**config.mk**
```make
export PLATFORM = sky130hd
export DESIGN_NAME = gjls_div
export DESIGN_NICKNAME = d
export VERILOG_FILES = /design/src/gjls_pkg.sv /design/src/gjls_div.sv
export SDC_FILE = /design/constraint.sdc
export NUM_CORES = 1
export LEC_CHECK = 0
export BUFFER_PORTS_ARGS = -buffer_cell sky130_fd_sc_hd__buf_4
export CAP_MARGIN = 20
export CORE_MARGIN = 2
export CORE_UTILIZATION = 26
export DETAILED_ROUTE_END_ITERATION = 12
export GPL_TIMING_DRIVEN = 0
export MAX_ROUTING_LAYER = met4
export PLACE_DENSITY_LB_ADDON = 0.12
export SYNTH_ARGS = -nofsm -noshare
export SYNTH_HDL_FRONTEND = slang
export SYNTH_SLANG_ARGS = --single-unit
```
**constraint.sdc**
```tcl
create_clock -name clk -period 3.3 [get_ports clk]
set_input_delay 0.495 -clock clk [delete_from_list [all_inputs] [get_ports clk]]
set_output_delay 0.495 -clock clk [all_outputs]
set_load 0.01 [all_outputs]
```
**src/gjls_pkg.sv**
```systemverilog
// shared types and constants for the gauss-jordan solver
// no dependencies
`default_nettype none
package gjls_pkg;
	localparam int MaxRows = 16;
	localparam int MaxCols = 32;
	localparam int RowW = $clog2(MaxRows);
	localparam int ColW = $clog2(MaxCols);
	localparam int AddrW = RowW + ColW;

	localparam logic [1:0] RegRows = 2'd0;
	localparam logic [1:0] RegCols = 2'd1;
	localparam logic [1:0] RegThr  = 2'd2;

	typedef enum logic [4:0] {
		ST_LOAD,
		ST_COL,
		ST_SRCH_RD,
		ST_SRCH,
		ST_PIV,
		ST_SWAP_RD,
		ST_SWAP_A,
		ST_SWAP_B,
		ST_DIAG_RD,
		ST_DIAG,
		ST_DIV_RD,
		ST_DIV_GO,
		ST_DIV_WAIT,
		ST_ROW,
		ST_FAC_RD,
		ST_FAC,
		ST_MS_RD,
		ST_MS_MUL,
		ST_MS_WR,
		ST_OUT_RD,
		ST_OUT
	} gjls_state_t;

	// saturate a 64 bit value to 32 bits
	function automatic logic signed [31:0] sat32(input logic signed [63:0] v);
		logic signed [31:0] r;
		if (v > 64'sd2147483647) r = 32'sh7fffffff;
		else if (v < -64'sd2147483648) r = 32'sh80000000;
		else r = v[31:0];
		return r;
	endfunction

	// magnitude of a 32 bit word, 33 bits wide
	function automatic logic [32:0] mag33(input logic signed [31:0] v);
		logic signed [32:0] w;
		w = {v[31], v};
		return w[32] ? 33'(-w) : 33'(w);
	endfunction
endpackage
`default_nettype wire

```
**src/gjls_div.sv**
```systemverilog
// iterative signed divider: sat32((a * 65536) / d), truncated toward zero
// depends on gjls_pkg
`default_nettype none
module gjls_div
	import gjls_pkg::*;
(
	input  wire logic               clk,
	input  wire logic               arst_n,
	input  wire logic               go,
	input  wire logic signed [31:0] num,
	input  wire logic signed [31:0] den,
	output logic                    done,
	output logic signed [31:0]      quo
);
	localparam int NW = 48;
	logic [NW-1:0] n_q;
	logic [32:0]   d_q;
	logic [33:0]   rem_q;
	logic [NW-1:0] qt_q;
	logic          neg_q, busy_q;
	logic [5:0]    cnt_q;
	logic [33:0]   trial;
	logic [32:0]   an;
	logic signed [63:0] sq;

	assign an = mag33(num);
	assign trial = {rem_q[32:0], n_q[NW-1]} - {1'b0, d_q};
	assign sq = neg_q ? -$signed({16'd0, qt_q}) : $signed({16'd0, qt_q});
	assign quo = sat32(sq);

	// one quotient bit per cycle
	always_ff @(posedge clk or negedge arst_n) begin
		if (!arst_n) begin
			busy_q <= 1'b0;
			done <= 1'b0;
			cnt_q <= '0;
		end else begin
			done <= 1'b0;
			if (go) begin
				busy_q <= 1'b1;
				cnt_q <= 6'(NW);
			end else if (busy_q) begin
				cnt_q <= cnt_q - 6'd1;
				if (cnt_q == 6'd1) begin
					busy_q <= 1'b0;
					done <= 1'b1;
				end
			end
		end
	end

	always_ff @(posedge clk) begin
		if (go) begin
			n_q <= {an[31:0], 16'd0} | (an[32] ? {1'b1, 47'd0} : '0);
			d_q <= mag33(den);
			rem_q <= '0;
			qt_q <= '0;
			neg_q <= num[31] ^ den[31];
		end else if (busy_q) begin
			n_q <= {n_q[NW-2:0], 1'b0};
			if (!trial[33]) begin
				rem_q <= trial;
				qt_q <= {qt_q[NW-2:0], 1'b1};
			end else begin
				rem_q <= {rem_q[32:0], n_q[NW-1]};
				qt_q <= {qt_q[NW-2:0], 1'b0};
			end
		end
	end
endmodule
`default_nettype wire

```
==> results.py <==
metrics = {
    "place": {
        "place.gp.congestion": 0.865,
        "post-place-ws_ns": -1.16,
        "port_buffers": 99,
        "post_dp_cell_area_um2": 12300,
        "dp_hpwl_mm": 23.4,
    },
    "synthesis": {
        "synthArstFlopShare_pct": 5.16,
        "synth_xor_area_share_pct": 10.4,
        "synth_area_per_cell_um2": 8.52,
        "synth_compound_area_share_pct": 19.4,
        "syn_area_um2": 10500,
        "synth_cell_types": 75,
        "ys_seq_area_share_pct": 36.1,
        "synth_fa_ha_area_share_pct": 4.70,
        "syn-num-nets": 1343,
        "yosysWarnings": 0,
        "synth_simple_gate_area_share_pct": 19.4,
        "synth_edf_count": 66,
        "synth_mux_area_share_pct": 5.15,
        "synth_ff_type": "dfxtp_1",
        "syn_inst": 1237,
        "synth_top_family_by_area": "simple AND/OR/NAND/NOR gates",
        "synth_seq_cells": 155,
    },
    "route": {
        "wirelength_mm": 32.2,
        "post_drt_wl_per_cell_um": 16.8,
        "vias": 9429,
        "ant_nets": 0,
        "viasPerCell": 4.92,
        "drc": 0,
        "drt_iter0_drc": 365,
        "firstDrtPassIters": 5,
    },
    "clock_network": {
        "cts.reportedPaths.clkPinSlew_ns": 0.07,
        "clock_path_buffers": 2,
        "clockRootBuffer": "clkbuf_16",
        "clk-insertion-delay-late_ns": 0.44,
        "cts_tree": "yes",
        "tritoncts.num_buffers": 17,
        "h-tree-depth": 4,
        "cts_sinks": 155,
    },
    "grt": {
        "grt_pass1_wl_mm": 51.3,
        "grt_usage_pct": 15.9,
        "antenna_found_initial": 0,
        "grt_pass1_vias": 9429,
        "grt_max_degree": 38,
        "overflow": 0,
    },
    "floorplan": {
        "ios": 100,
        "initial_core_util_pct": 26.5,
        "die_h_um": 205,
        "coreArea_um2": 39800,
        "die_area_um2": 42100,
        "die_x_um": 205,
        "rows": 73,
    },
    "timing": {
        "setup_viol": 33,
        "rsz0062_at_grt": "yes",
        "fin_crit_sh_pct": 130,
        "setup_slack_ns": -0.988,
        "slew_headroom_pct": 44.1,
        "final-hold-violation-count": 0,
        "period_needed_ns": 4.29,
        "finalSetupTns_ns": -29.66,
        "slew_viol_final": 0,
        "tightest_slew_ns": 0.836,
        "finalClockSkew_ns": 0.0146,
        "max_clock_freq_ghz": 0.233,
    },
    "worst_setup_path": {
        "cp_common_cell": "or4_4",
        "cp_data_arrival_time_ns": 3.79,
        "critPathTopFamily": "simple AND/OR/NAND/NOR gates",
        "path_buf_inv": 2,
        "endpoint_kind": "output pin",
        "crit_type": "reg -> out",
        "slowest_delay_ns": 0.58,
        "critPathRequiredTime_ns": 2.80,
        "cp_slowest_cell": "or4_4",
        "path_cells": "or4_4 -> nand2b_4 -> or4_4 -> nor3_4 -> xnor2_1 -> nand4_1 -> or3_1 -> o31a_4 -> clkbuf_16 -> o21ai_4 -> buf_6",
        "critPathMaxFanout": 6,
        "start_kind": "register",
    },
    "pwr": {
        "p_per_area_nw_per_um2": 1060,
        "ir_worst_vdd_mv": 0.872,
        "leakage_nw": 5.91,
    },
    "cells_and_area": {
        "utilization_pct": 34.7,
        "final_common_cell": "nor2_1",
        "diodes": 0,
        "drive_above_1_share_pct": 21.2,
        "final_cell_mix": "nor2_1, nand2_1, buf_4, dfxtp_1, xor2_1",
        "finalNetCount": 1486,
        "final_area_um2": 13800,
        "n_fill_cell": 4200,
        "multi_input_area_um2": 6990,
        "seq_area_um2": 3810,
        "area_growth_pct": 31.1,
    },
    "min_path": {
        "hold_path.class": "in -> reg",
    },
    "run_status": {
        "violations": "negative setup slack",
        "outcome": "complete, but fails checks",
    },
    "job": {
        "cap_violations": 0,
    },
}
[power by group]
group,internal [mW],switching [mW]
combinational,5.25,4.80
sequential,2.31,0.224
clock,1.06,0.924
[cells in the mapped netlist, types with 4 or more instances]
library cell    n  area share (%)
mux2i_1        52             4.9
nor4_1         18             1.1
nand3_1        23             1.1
a2111oi_0       4            0.33
o31a_1          6            0.50
nand4_1         6            0.36
o31ai_1        30             2.1
or3_1          18             1.1
nor2_1        154             5.5
o211ai_1        4            0.29
a31oi_1         8            0.48
edfxtp_1       66              19
buf_2           4            0.19
o21a_1          4            0.29
nand2b_1        9            0.53
nand3b_1        7            0.50
o2bb2ai_1       4            0.33
or4_1          18             1.3
nor2b_1         5            0.30
a311oi_1       25             2.1
buf_1           9            0.32
a211oi_1        5            0.36
xnor2_1        56             4.7
and3_1         11            0.65
o21ai_1         5            0.24
o21bai_1        4            0.29
or2_2           8            0.48
o41ai_1        13             1.1
a21o_1         20             1.4
clkbuf_1       64             2.3
xor2_1         69             5.7
a21oi_1        64             3.0
o21ai_0        71             3.4
ha_1           38             4.5
nor3_1         20            0.95
dfxtp_1        81              15
inv_1          58             2.1
nand2_1       110             3.9
dfrtp_1         8             1.9
[flip-flops by register name, summed over array words and instances, names as in the netlist]
register  cells
busy_q        1
n_q          32
d_q          33
cnt_q         6
rem_q        33
qt_q         48
done          1
neg_q         1
[cell families after synthesis]
kind of cell,Yosys count
compound gates,301
xor+xnor,125
fa+ha+maj,39
buf+inv,135
flops,155
mux,54
other cells,1
simple gates,427
[per-layer routing]
layer / up-vias / share of wire [%] / GRT usage [%]
li1: 4769 / - / -
met1: 4475 / 47 / 20.3
met2: 145 / 48 / 25.9
met3: 40 / 2.5 / 2.15
met4: 0 / 2.2 / 5.45
met5: - / 0 / -
[layout make-up]
type / count / area share [%]
clock buffers: 19 / 3.36
flip-flops and latches: 155 / 27.6
multi-input cells: 948 / 50.6
inverters: 58 / 1.58
plain buffers: 66 / 2.82
well taps: 525 / 4.76
clock inverters: 13 / 0.834
repair buffers: 134 / 8.49
[worst register-to-register path, cell delays in order, from the launching register on]
cell and delay, ns:
edfxtp_1 0.32, inv_1 0.04, ha_1 0.35, and2_0 0.17
o21ai_0 0.30, nand4b_1 0.21, a31oi_2 0.29, o21ai_2 0.19
a311o_1 0.43, a2111oi_1 0.41, o31ai_1 0.14, a311oi_1 0.25
[final timing paths]
| path | startpoint | endpoint | slack (ns) | cells past startpoint |
|---|---|---|---|---|
| worst max register to register | d_q[3] | rem_q[29] | 0.11 | 11 |
| worst min register to register | rem_q[16] | rem_q[17] | 0.50 | 2 |
| worst min-delay path | den[0] | d_q[0] | 0.28 | 1 |
| max in group asynchronous | arst_n | cnt_q[2] | 2.68 | 2 |
| worst max-delay path | qt_q[23] | quo[7] | -0.99 | 11 |
| min in group asynchronous | arst_n | cnt_q[1] | 0.48 | 2 |
[per-stage QoR]
stage                     total power [mW]  std cells  hold WS [ns]
after floorplan                       7.58       1237         0.199
after global placement                10.4       1861         0.323
after detailed placement              10.4       1861         0.326
after CTS                             13.9       1908         0.251
after global routing                  15.5       1918         0.262
final                                 14.6       1918         0.277
[what timing repair did]
action,4_1_cts,5_1_grt
cloned,4,2
hold buffers,1,0
endpoints found under the setup margin,70,71
endpoints found under the hold margin,8,0
pin swaps,9,24
resized for setup,82,60
buffers inserted,16,13
Note: power is estimated with default switching activity, not from simulation.
